`config.mk`:
```
export PLATFORM = sky130hd
export DESIGN_NAME = keypad_multi_code_lock
export DESIGN_NICKNAME = d
export VERILOG_FILES = /design/src/hdl/kmcl_pkg.sv /design/src/hdl/kmcl_cfg_regs.sv /design/src/hdl/kmcl_menu.sv /design/src/hdl/keypad_multi_code_lock.sv
export SDC_FILE = /design/constraint.sdc
export NUM_CORES = 1
export LEC_CHECK = 0
export ABC_CLOCK_PERIOD_IN_PS = 3100
export BUFFER_PORTS_ARGS = -buffer_cell sky130_fd_sc_hd__buf_2
export CAP_MARGIN = 5
export CORE_MARGIN = 2
export CORE_UTILIZATION = 40
export CTS_BUF_LIST = sky130_fd_sc_hd__clkbuf_8
export CTS_CLUSTER_SIZE = 14
export DETAILED_ROUTE_END_ITERATION = 16
export GPL_TIMING_DRIVEN = 1
export PLACE_DENSITY = 0.72
export SLEW_MARGIN = 20
export SYNTH_ARGS = -nofsm -noshare
export SYNTH_HDL_FRONTEND = slang
export SYNTH_SLANG_ARGS = --single-unit
```
`constraint.sdc`:
```
create_clock -name clk_i -period 3.1 [get_ports clk_i]
set_clock_uncertainty 0.05 [all_clocks]
set_input_delay 0.93 -clock clk_i [delete_from_list [all_inputs] [get_ports clk_i]]
set_output_delay 0.93 -clock clk_i [all_outputs]
set_load 0.01 [all_outputs]
```
`src/hdl/kmcl_pkg.sv`:
```
// Shared types, codes and constants of the keypad multi-area code lock.
`default_nettype none

package kmcl_pkg;

  // Default sizes of the code store
  localparam int unsigned NumAreasDef   = 3;
  localparam int unsigned CodeLengthDef = 4;

  // Configuration port
  localparam int unsigned CfgAddrW      = 3;
  localparam int unsigned CfgDataW      = 32;
  localparam logic        RegAdminCode  = 1'b0;
  localparam logic [15:0] AdminCodeRst  = 16'h1234;

  // Key codes
  localparam logic [3:0] KeyModeAdmin = 4'd1;
  localparam logic [3:0] KeyModeVisit = 4'd2;
  localparam logic [3:0] KeyFirstArea = 4'd1;
  localparam logic [3:0] KeyStar      = 4'd10;
  localparam logic [3:0] KeyNone      = 4'd12;

  // Reset contents of the stores
  localparam logic [3:0] NibEmpty = 4'hF;
  localparam logic [3:0] NibNever = 4'hE;

  typedef enum logic [2:0] {
    PG_START,
    PG_MODE,
    PG_ADMIN_ENTRY,
    PG_ADMIN_AREA,
    PG_NEW_CODE,
    PG_VISIT_AREA,
    PG_VISIT_ENTRY
  } page_e;

  typedef enum logic [3:0] {
    ST_IDLE,
    ST_MODE_PROMPT,
    ST_ADMIN_PROMPT,
    ST_AREA_PROMPT,
    ST_WRONG_CHOICE,
    ST_KEY_TAKEN,
    ST_ADMIN_OK,
    ST_WRONG_CODE,
    ST_CODE_CHANGED,
    ST_GATE_OPEN,
    ST_CODE_PROMPT
  } status_e;

  // One result item
  typedef struct packed {
    status_e    status;
    logic       gate_open;
    logic [2:0] entry_position;
  } res_t;

  // Nibble n of the admin code, counted from the bottom; zero above bit 15
  function automatic logic [3:0] admin_nibble(input logic [15:0] code,
                                              input int unsigned n);
    logic [3:0] nib;
    case (n)
      0:       nib = code[3:0];
      1:       nib = code[7:4];
      2:       nib = code[11:8];
      3:       nib = code[15:12];
      default: nib = 4'h0;
    endcase
    return nib;
  endfunction

endpackage

`default_nettype wire

```
`src/hdl/kmcl_cfg_regs.sv`:
```
// APB-style register file holding the admin code.
`default_nettype none

module kmcl_cfg_regs (
  input  logic                          clk_i,
  input  logic                          rst_ni,
  input  logic                          psel,
  input  logic                          penable,
  input  logic                          pwrite,
  input  logic [kmcl_pkg::CfgAddrW-1:0] paddr,
  input  logic [kmcl_pkg::CfgDataW-1:0] pwdata,
  output logic [kmcl_pkg::CfgDataW-1:0] prdata,
  output logic                          pready,
  output logic [15:0]                   admin_code_o
);
  import kmcl_pkg::*;

  logic        reg_idx;
  logic        wr_en;
  logic [15:0] admin_code_q;

  // Register index is the word address
  assign reg_idx = paddr[2];
  assign wr_en   = psel && penable && pwrite;
  assign pready  = 1'b1;

  // Write the admin code on the access cycle
  always_ff @(posedge clk_i or negedge rst_ni) begin
    if (!rst_ni) begin
      admin_code_q <= AdminCodeRst;
    end else if (wr_en && (reg_idx == RegAdminCode)) begin
      admin_code_q <= pwdata[15:0];
    end
  end

  // Read back
  always_comb begin
    prdata = '0;
    if (reg_idx == RegAdminCode) begin
      prdata = {{(CfgDataW-16){1'b0}}, admin_code_q};
    end
  end

  assign admin_code_o = admin_code_q;

endmodule

`default_nettype wire

```
`src/hdl/kmcl_menu.sv`:
```
// Menu state machine with entry buffer, area code store and code compare.
`default_nettype none

module kmcl_menu #(
  parameter int unsigned NUM_AREAS   = kmcl_pkg::NumAreasDef,
  parameter int unsigned CODE_LENGTH = kmcl_pkg::CodeLengthDef
) (
  input  logic             clk_i,
  input  logic             rst_ni,
  input  logic             step_i,
  input  logic [3:0]       key_i,
  input  logic [15:0]      admin_code_i,
  output kmcl_pkg::res_t   res_o
);
  import kmcl_pkg::*;

  localparam int unsigned CntW  = $clog2(CODE_LENGTH + 1);
  localparam int unsigned PosW  = (CODE_LENGTH > 1) ? $clog2(CODE_LENGTH) : 1;
  localparam int unsigned AreaW = (NUM_AREAS > 1) ? $clog2(NUM_AREAS) : 1;

  page_e             page_q, page_d;
  logic [CntW-1:0]   key_count_q, key_count_d;
  logic [AreaW-1:0]  sel_q;
  logic [3:0]        entry_q [CODE_LENGTH];
  logic [3:0]        area_q  [NUM_AREAS][CODE_LENGTH];
  logic [3:0]        cand    [CODE_LENGTH];

  logic              key_none, is_star, area_ok, full;
  logic [PosW-1:0]   wr_pos;
  logic              match_admin, match_area;
  logic              clr_cnt, take, wr_entry, wr_area, set_area;
  status_e           status;
  logic              gate;

  // Decode the key
  assign key_none = (key_i >= KeyNone);
  assign is_star  = (key_i == KeyStar);
  assign area_ok  = (key_i >= KeyFirstArea) && (key_i <= 4'(NUM_AREAS));
  assign full     = (key_count_q == CntW'(CODE_LENGTH));
  assign wr_pos   = key_count_q[PosW-1:0];

  // Merge this key into the buffer image and compare all positions
  always_comb begin
    match_admin = 1'b1;
    match_area  = 1'b1;
    for (int unsigned i = 0; i < CODE_LENGTH; i++) begin
      cand[i] = (!full && (wr_pos == PosW'(i))) ? key_i : entry_q[i];
      if (cand[i] != admin_nibble(admin_code_i, CODE_LENGTH - 1 - i)) begin
        match_admin = 1'b0;
      end
      if (cand[i] != area_q[sel_q][i]) begin
        match_area = 1'b0;
      end
    end
  end

  // Next page
  always_comb begin
    page_d = page_q;
    case (page_q)
      PG_MODE: begin
        if (!key_none) begin
          if (key_i == KeyModeAdmin) begin
            page_d = PG_ADMIN_ENTRY;
          end else if (key_i == KeyModeVisit) begin
            page_d = PG_VISIT_AREA;
          end else begin
            page_d = PG_START;
          end
        end
      end
      PG_ADMIN_ENTRY: begin
        if (!key_none && is_star) begin
          page_d = match_admin ? PG_ADMIN_AREA : PG_START;
        end
      end
      PG_VISIT_ENTRY: begin
        if (!key_none && is_star) begin
          page_d = PG_START;
        end
      end
      PG_ADMIN_AREA: begin
        if (!key_none) begin
          page_d = area_ok ? PG_NEW_CODE : PG_START;
        end
      end
      PG_VISIT_AREA: begin
        if (!key_none) begin
          page_d = area_ok ? PG_VISIT_ENTRY : PG_START;
        end
      end
      PG_NEW_CODE: begin
        if (!key_none && is_star) begin
          page_d = PG_START;
        end
      end
      default: begin
        page_d = PG_MODE;
      end
    endcase
  end

  // Status and store updates
  always_comb begin
    status   = ST_IDLE;
    gate     = 1'b0;
    clr_cnt  = 1'b0;
    take     = 1'b0;
    wr_entry = 1'b0;
    wr_area  = 1'b0;
    set_area = 1'b0;
    case (page_q)
      PG_MODE: begin
        if (!key_none) begin
          if (key_i == KeyModeAdmin) begin
            clr_cnt = 1'b1;
            status  = ST_ADMIN_PROMPT;
          end else if (key_i == KeyModeVisit) begin
            status  = ST_AREA_PROMPT;
          end else begin
            status  = ST_WRONG_CHOICE;
          end
        end
      end
      PG_ADMIN_ENTRY: begin
        if (!key_none) begin
          take     = 1'b1;
          wr_entry = 1'b1;
          status   = ST_KEY_TAKEN;
          if (is_star) begin
            status = match_admin ? ST_ADMIN_OK : ST_WRONG_CODE;
          end
        end
      end
      PG_VISIT_ENTRY: begin
        if (!key_none) begin
          take     = 1'b1;
          wr_entry = 1'b1;
          status   = ST_KEY_TAKEN;
          if (is_star) begin
            status = match_area ? ST_GATE_OPEN : ST_WRONG_CODE;
            gate   = match_area;
          end
        end
      end
      PG_ADMIN_AREA, PG_VISIT_AREA: begin
        if (!key_none) begin
          if (area_ok) begin
            set_area = 1'b1;
            clr_cnt  = 1'b1;
            status   = ST_CODE_PROMPT;
          end else begin
            status   = ST_WRONG_CHOICE;
          end
        end
      end
      PG_NEW_CODE: begin
        if (!key_none) begin
          take    = 1'b1;
          wr_area = 1'b1;
          status  = is_star ? ST_CODE_CHANGED : ST_KEY_TAKEN;
        end
      end
      default: begin
        status = ST_MODE_PROMPT;
      end
    endcase
  end

  // Key count saturates at the code length
  always_comb begin
    key_count_d = key_count_q;
    if (clr_cnt) begin
      key_count_d = '0;
    end else if (take && !full) begin
      key_count_d = key_count_q + CntW'(1);
    end
  end

  // Advance state on each item
  always_ff @(posedge clk_i or negedge rst_ni) begin
    if (!rst_ni) begin
      page_q      <= PG_START;
      key_count_q <= '0;
      sel_q       <= '0;
      for (int unsigned i = 0; i < CODE_LENGTH; i++) begin
        entry_q[i] <= NibEmpty;
      end
      for (int unsigned a = 0; a < NUM_AREAS; a++) begin
        for (int unsigned i = 0; i < CODE_LENGTH; i++) begin
          area_q[a][i] <= NibNever;
        end
      end
    end else if (step_i) begin
      page_q      <= page_d;
      key_count_q <= key_count_d;
      if (set_area) begin
        sel_q <= AreaW'(key_i - KeyFirstArea);
      end
      if (wr_entry && !full) begin
        entry_q[wr_pos] <= key_i;
      end
      if (wr_area && !full) begin
        area_q[sel_q][wr_pos] <= key_i;
      end
    end
  end

  assign res_o.status         = status;
  assign res_o.gate_open      = gate;
  assign res_o.entry_position = 3'(key_count_d);

  // Gate opens only together with the gate-open status
  a_gate_status : assert property (@(posedge clk_i) disable iff (!rst_ni)
    res_o.gate_open |-> (res_o.status == ST_GATE_OPEN))
    else $error("gate open without matching status");

  // Key count never passes the code length
  a_count_bound : assert property (@(posedge clk_i) disable iff (!rst_ni)
    key_count_q <= CntW'(CODE_LENGTH))
    else $error("key count beyond code length");

  // Any item on the start page leads to mode select
  a_start_to_mode : assert property (@(posedge clk_i) disable iff (!rst_ni)
    (step_i && (page_q == PG_START)) |=> (page_q == PG_MODE))
    else $error("start page did not advance to mode select");

  // Choosing admin mode starts a fresh entry
  a_admin_clear : assert property (@(posedge clk_i) disable iff (!rst_ni)
    (step_i && (page_q == PG_MODE) && (key_i == KeyModeAdmin))
      |=> ((key_count_q == '0) && (page_q == PG_ADMIN_ENTRY)))
    else $error("admin entry did not start cleared");

endmodule

`default_nettype wire

```
`src/hdl/keypad_multi_code_lock.sv`:
```
// Keypad multi-area code lock: input register, menu logic and result register.
//
// Usage:
//   Input channel: one key_code_i per item (0-9 digits, 10 star, 11 hash,
//   12 to 15 no key), taken when in_valid_i is high and in_stall_o is low.
//   Output channel: one result per item (status_o, gate_open_o,
//   entry_position_o), taken when out_valid_o is high and out_stall_i low.
//   The admin code is written over the APB-style port at address 0 while no
//   item is in flight; pready is always high.
// Timing:
//   An accepted item is held in the input register, its result in the result
//   register. One item per cycle is sustained while out_stall_i is low; the menu
//   update for an item is a single pass of logic between these two registers.
// Reset:
//   Both channels empty, menu on the start page, entry buffer empty, area
//   codes set so they never match, admin code 0x1234.
// Stall:
//   A stalled result holds; one more item is held in the input register,
//   after which in_stall_o rises until the result is taken.
`default_nettype none

module keypad_multi_code_lock #(
  parameter int unsigned NUM_AREAS   = kmcl_pkg::NumAreasDef,
  parameter int unsigned CODE_LENGTH = kmcl_pkg::CodeLengthDef
) (
  input  logic                          clk_i,
  input  logic                          rst_ni,
  // input channel
  input  logic                          in_valid_i,
  output logic                          in_stall_o,
  input  logic [3:0]                    key_code_i,
  // output channel
  output logic                          out_valid_o,
  input  logic                          out_stall_i,
  output logic [3:0]                    status_o,
  output logic                          gate_open_o,
  output logic [2:0]                    entry_position_o,
  // configuration port
  input  logic                          psel,
  input  logic                          penable,
  input  logic                          pwrite,
  input  logic [kmcl_pkg::CfgAddrW-1:0] paddr,
  input  logic [kmcl_pkg::CfgDataW-1:0] pwdata,
  output logic [kmcl_pkg::CfgDataW-1:0] prdata,
  output logic                          pready
);
  import kmcl_pkg::*;

  logic        s1_valid_q;
  logic [3:0]  s1_key_q;
  logic        out_valid_q;
  res_t        out_res_q;
  res_t        menu_res;
  logic        advance;
  logic        step;
  logic [15:0] admin_code;

  // Result register frees when empty or taken
  assign advance    = !out_valid_q || !out_stall_i;
  assign step       = s1_valid_q && advance;
  assign in_stall_o = s1_valid_q && !advance;

  kmcl_cfg_regs u_cfg (
    .clk_i        (clk_i),
    .rst_ni       (rst_ni),
    .psel         (psel),
    .penable      (penable),
    .pwrite       (pwrite),
    .paddr        (paddr),
    .pwdata       (pwdata),
    .prdata       (prdata),
    .pready       (pready),
    .admin_code_o (admin_code)
  );

  kmcl_menu #(
    .NUM_AREAS   (NUM_AREAS),
    .CODE_LENGTH (CODE_LENGTH)
  ) u_menu (
    .clk_i        (clk_i),
    .rst_ni       (rst_ni),
    .step_i       (step),
    .key_i        (s1_key_q),
    .admin_code_i (admin_code),
    .res_o        (menu_res)
  );

  // Input register: load whenever not holding a stalled item
  always_ff @(posedge clk_i or negedge rst_ni) begin
    if (!rst_ni) begin
      s1_valid_q <= 1'b0;
    end else if (!in_stall_o) begin
      s1_valid_q <= in_valid_i;
    end
  end

  always_ff @(posedge clk_i) begin
    if (!in_stall_o && in_valid_i) begin
      s1_key_q <= key_code_i;
    end
  end

  // Result register
  always_ff @(posedge clk_i or negedge rst_ni) begin
    if (!rst_ni) begin
      out_valid_q <= 1'b0;
    end else if (advance) begin
      out_valid_q <= s1_valid_q;
    end
  end

  always_ff @(posedge clk_i) begin
    if (step) begin
      out_res_q <= menu_res;
    end
  end

  assign out_valid_o      = out_valid_q;
  assign status_o         = out_res_q.status;
  assign gate_open_o      = out_res_q.gate_open;
  assign entry_position_o = out_res_q.entry_position;

  // Input side stalls only with both registers full
  a_stall_full : assert property (@(posedge clk_i) disable iff (!rst_ni)
    in_stall_o |-> (s1_valid_q && out_valid_q))
    else $error("input stalled with a free register");

  // A stalled result keeps its value
  a_hold_result : assert property (@(posedge clk_i) disable iff (!rst_ni)
    (out_valid_q && out_stall_i) |=> (out_valid_q && $stable(out_res_q)))
    else $error("stalled result changed");

  // Each item in the input register moves on when the result side frees
  a_item_moves : assert property (@(posedge clk_i) disable iff (!rst_ni)
    step |=> out_valid_q)
    else $error("item lost between input and result register");

endmodule

`default_nettype wire

```
==> flow_summary.toml, run 1 <==
[status]
outcome = "completed"

[yosys]
yosysTopAreaCellShare = 0.2684
synth_area_um2 = 5579
ys_async_sr_fraction = 0.8824
ys_ff_latch = 102
synth_cell_types = 53
synth.largest_area_cell = "dfstp_2"
yosysSeqAreaShare = 0.4810
synth-main-ff-cell = "dfstp_2"
yosysWarnings = 0
synth_commonest_cells = "72 x mux2_2, 57 x dfstp_2, 35 x nand2_1"
synth_edf_count = 12
synthTopCellsByArea = "dfstp_2 27%, dfrtp_1 15%, mux2_2 15%"
synth_area_per_cell_um2 = 11.70
synth.most_common_cell = "mux2_2"
syn_inst = 477

[floorplan]
die_w_um = 122.1
core-area_um2 = 13770
io_pins = 89
dieArea_um2 = 14910
fp.dieH_um = 122.1
rows = 43
start_util = 0.4051

[sta]
setup_viol = 0
post-route-period-util = 0.9058
tns_ns = 0
max_freq_ghz = 0.3561
worst_slew_pin_slew_ns = 0.8118
whs_ns = 0.4143
finalCriticalPeriod_ns = 2.808
rsz0062_at_grt = "no"
slew_headroom = 0.4559
hold_viol_final = 0
slew_violations = 0

[cells_and_area]
drive_above_1_share = 0.4198
n_fill_cell = 1311
layout.nets = 572
syn_to_final_growth_pct = 9.419
final_cells = 704
diodes = 0

[run]
drv_cap = 0

[route]
postRouteAntennaNets = 0
drc = 0
via_per_inst = 5.179
drtIter0Drc = 167
num_vias = 3646
first_pass_iters = 5
wl_per_cell_um = 16.43
finalWirelength_mm = 11.57

[global_routing]
antenna_found_initial = 0
grt_max_degree = 61
grtUsageTotal = 0.1644
overflow = 0
grt_pass1_wl_mm = 18.77
grt_pass1_vias = 3690

[place]
port_buffers = 53
dp_cells = 688
place_congestion = 0.8976
hpwl_mm = 8.410

[cts]
cts.path.max_buffers = 2
cts_tree = "built"
cts_buffers = 9
cts_max_level = 3
cts_sinks = 102
cts_setup_buffers = 0
cts-root-buf = "clkbuf_8"
clk_pin_slew_worst_paths_ns = 0.11
cts-hold-fix-buffers = 0
cts-resized-gates = 0
worstSkewPairLatency_ns = 0.39

[power]
pwr-share-comb = 0.379
power.density_nw_per_um2 = 763.5
pwr-share-clk = 0.174
internal_power_mw = 2.969
swShare = 0.3629
power.switching_mw = 1.692
leakagePower_nw = 2.517
ir_drop_uv = 520.8
seqPwrFrac = 0.447

[setup_path]
cp.required_ns = 3.15
reg2reg_from = "u_menu.key_count_q[0]"
r2r_slack_ns = 0.29
path_class = "reg2reg"
worst_setup_path_start_kind = "flop"
critPathArrivalTime_ns = 2.86
r2r_end = "status_o[0]"
cp_max_fo = 9
r2r_cells = 7
crit_path_end_kind = "flop"

[worst_hold_path]
hp-class = "in2async"
flip-flops by register name, summed over array words and instances, names as in the netlist, 2 cells and up:
name,count
u_menu.page_q,3
status_o,4
s1_key_q,4
u_menu.sel_q,2
u_cfg.admin_code_o,16
u_menu.entry_q,16
u_menu.area_q,48
u_menu.key_count_q,3
entry_position_o,3
placed cells by master, fill, tap and decap left out, types with 9 or more instances in the layout:
| cell | instances |
|---|---|
| mux2_2 | 72 |
| dfstp_2 | 57 |
| buf_2 | 52 |
| nand2_1 | 35 |
| dfrtp_1 | 33 |
| mux2i_1 | 30 |
| xnor2_1 | 29 |
| nor2_1 | 23 |
| conb_1 | 17 |
| nor2b_1 | 16 |
| o21ai_0 | 16 |
| edfxtp_1 | 12 |
| o2bb2ai_1 | 11 |
| inv_1 | 9 |
| clkbuf_8 | 9 |
power by group through the flow:
| stage | sequential, mW | combinational [mW] | clock (mW) |
|---|---|---|---|
| after CTS | 2.08 | 1.77 | 0.834 |
| after global placement | 2.08 | 1.72 | 0 |
| after detailed placement | 2.11 | 1.76 | 0 |
| final | 2.08 | 1.76 | 0.813 |
| after global routing | 2.13 | 1.92 | 0.894 |
| after floorplan | 1.99 | 1.51 | 0 |
through the flow:
step	area, µm²	util	power (mW)	worst slack [ns]
3_5_place_dp	5916	0.4295	3.873	0.3038
4_1_cts	6105	0.4432	4.689	0.2812
2_1_floorplan	5635	-	3.499	0.5907
3_3_place_gp	5916	0.4295	3.798	0.3610
5_1_grt	6105	0.4432	4.942	0.1499
6_report	6105	0.4432	4.661	0.2920
layout make-up:
| type | count | area (µm²) | area share |
|---|---|---|---|
| flip-flops and latches | 102 | 2684 | 0.4396 |
| multi-input cells | 337 | 2640 | 0.4325 |
| repair buffers | 60 | 332.8 | 0.05452 |
| well taps | 180 | 225.2 | 0.03689 |
| clock buffers | 9 | 123.9 | 0.02029 |
| clock inverters | 7 | 65.06 | 0.01066 |
| inverters | 9 | 33.78 | 0.005534 |
cells by family (layout without fill, tap and decap cells):
logic type                 Yosys count  count (layout)  share of synthesized area
other                                2              17                   0.001346
muxes                              105             105                     0.2065
adders and majority gates            7               7                    0.01570
AOI/OAI and AO/OA                   54              54                    0.06639
xor gates and xnor gates            35              35                    0.05494
and+or+nand+nor                    119             119                     0.1182
DFF                                102             102                     0.4811
buffers and inverters               53              85                    0.05584
worst max-delay path by stage:
stage / slack, ns / startpoint / to / cells past startpoint
finish: 0.29 / u_menu.key_count_q[0] / status_o[0] / 7
global route: 0.15 / u_menu.key_count_q[0] / status_o[0] / 7
CTS: 0.28 / u_menu.key_count_q[0] / status_o[0] / 7
detailed placement: 0.30 / u_menu.key_count_q[0] / status_o[0] / 7
global placement: 0.36 / u_menu.key_count_q[0] / status_o[0] / 7
floorplan: 0.59 / out_stall_i / u_menu.area_q[36] / 8
per-layer routing:
metal / part of all wire / vias to the layer above / track usage
li1: - / 1722 / -
met1: 0.45 / 1811 / 0.2107
met2: 0.49 / 96 / 0.2720
met3: 0.042 / 17 / 0.03792
met4: 0.019 / 0 / 0.06034
met5: 0 / - / 0
critical path, cell delays in order (launching register included):
cell      delay (ns)
dfrtp_1         0.47
ha_1            0.48
mux2i_1         0.45
xnor2_1         0.15
nor4_1          0.28
nand3_1         0.26
nor3_1          0.24
o311ai_0        0.14
(Power assumes the default switching activity.)
==> inputs of run 2 (changes only) <==
CORE_ASPECT_RATIO = 1.25   (was not set)
CTS_CLUSTER_DIAMETER = 150   (was not set)
==> run 2 against run 1 <==
Compared with the run above:
- die area barely moved
- highest routed layer unchanged
- critical endpoint unchanged
- power shrank 1.1%
- register-to-register slack better by 0.07 ns
- sequential power hardly changed
- via count barely moved
- largest power group unchanged
==> flow_summary.toml, run 2 (synthesized netlist as in run 1, its figures left out) <==
[status]
outcome = "completed"

[global_routing]
grt_pass1_wl_mm = 19.47
grtUsageTotal = 0.1718
grt_pass1_vias = 3781
grt_max_degree = 39
overflow = 0
antenna_found_initial = 0

[cts]
worstSkewPairLatency_ns = 0.38
cts_buffers = 9
cts_max_level = 3
cts-hold-fix-buffers = 0
cts_sinks = 102
clk_pin_slew_worst_paths_ns = 0.09
cts-root-buf = "clkbuf_8"
cts_tree = "built"
cts_setup_buffers = 0
cts.path.max_buffers = 2
cts-resized-gates = 0

[floorplan]
fp.dieH_um = 136.0
core-area_um2 = 13690
die_w_um = 109.6
rows = 48
dieArea_um2 = 14910
io_pins = 89
start_util = 0.4074

[cells_and_area]
layout.nets = 575
final_common_cell = "mux2_2"
syn_to_final_growth_pct = 9.329
drive_above_1_share = 0.4163
final_cell_mix = "72 x mux2_2, 57 x dfstp_2, 52 x buf_2"
regMostFlops = "u_menu.area_q"
fin_area_um2 = 6100
diodes = 0
largest_reg_flops = 48

[power]
ir_drop_uv = 323.0
leakagePower_nw = 2.537
p_total_mw = 4.608
power.density_nw_per_um2 = 755.5

[sta]
slew_violations = 0
finalCriticalPeriod_ns = 2.742
post-route-period-util = 0.8846
tns_ns = 0
setup_viol = 0
max_freq_ghz = 0.3647
worst_slack_ns = 0.3577
worst_slew_pin_slew_ns = 0.8296
hold_viol_final = 0
whs_ns = 0.4436
rsz0062_at_grt = "no"
slew_headroom = 0.4440

[setup_path]
critPathArrivalTime_ns = 2.80
worst_setup_path_start_kind = "flop"
path_delay_family = "simple AND/OR/NAND/NOR gates"
path_class = "reg2reg"
cp_max_fo = 6
cp.required_ns = 3.16
worst_path_max_delay_cell = "dfrtp_1"
crit_chain = "inv_1, ha_1, mux2i_1, xnor2_1, nor4_1, nand3_1, nor3_1, o311ai_0"
crit_path_end_kind = "flop"
path_buf_inv = 1
critical-path-max-stage-delay_ns = 0.46

[route]
postRouteAntennaNets = 0
drc = 0
wl_per_cell_um = 16.84
finalWirelength_mm = 11.80
drtIter0Drc = 221
first_pass_iters = 4
num_vias = 3645
via_per_inst = 5.200

[place]
dpl_cell_area_um2 = 5932
port_buffers = 53
hpwl_mm = 8.619
post-place-ws_ns = 0.3111
place_congestion = 0.8699

[worst_hold_path]
hp-class = "in2async"

[run]
drv_cap = 0
==> run 2: cell types whose count changed in the layout (fill, tap and decap cells not counted), moves of 2 or more <==
cell / delta
clkinv_4: -3
inv_1: +3
buf_4: +3
inv_8: -2
clkbuf_8: +2
==> run 2: final cells by class <==
class / count / area (µm²)
Tap cell: 175 / 219.0
Inverter: 9 / 33.78
Clock inverter: 4 / 16.27
Sequential cell: 102 / 2684
Clock buffer: 11 / 151.4
Fill cell: 1249 / 7594
Timing Repair Buffer: 63 / 355.3
Multi-Input combinational cell: 337 / 2640
==> run 2: final timing paths <==
kind | endpoint | cells past startpoint | slack [ns] | start
setup / recovery | status_o[0] | 8 | 0.36 | u_menu.key_count_q[0]
min in group clk_i | u_menu.entry_q[5] | 2 | 0.44 | u_menu.entry_q[5]
setup reg to reg | status_o[0] | 8 | 0.36 | u_menu.key_count_q[0]
max in group asynchronous | u_menu.area_q[41] | 2 | 1.85 | rst_ni
hold reg to reg | u_menu.entry_q[5] | 2 | 0.44 | u_menu.entry_q[5]
hold / removal | u_menu.area_q[8] | 1 | 0.44 | rst_ni
==> run 2: metrics by stage <==
step	util	std cells
2_1_floorplan	-	492
3_3_place_gp	0.4332	686
3_5_place_dp	0.4332	686
4_1_cts	0.4455	701
5_1_grt	0.4455	701
6_report	0.4455	701
==> run 2: report_power, final <==
group | switching [mW] | internal, mW | total, mW
combinational | 0.945 | 0.848 | 1.79
sequential | 0.243 | 1.82 | 2.06
clock | 0.434 | 0.322 | 0.756
total | 1.62 | 2.99 | 4.61
==> run 2: metal layers <==
metal / routed length, µm / vias to the layer above / share of wire / global-route usage
li1: - / 1725 / - / -
met1: 4992 / 1818 / 0.42 / 0.2084
met2: 6225 / 87 / 0.53 / 0.3001
met3: 338 / 15 / 0.029 / 0.02637
met4: 246 / 0 / 0.021 / 0.07173
met5: 0 / - / 0 / 0
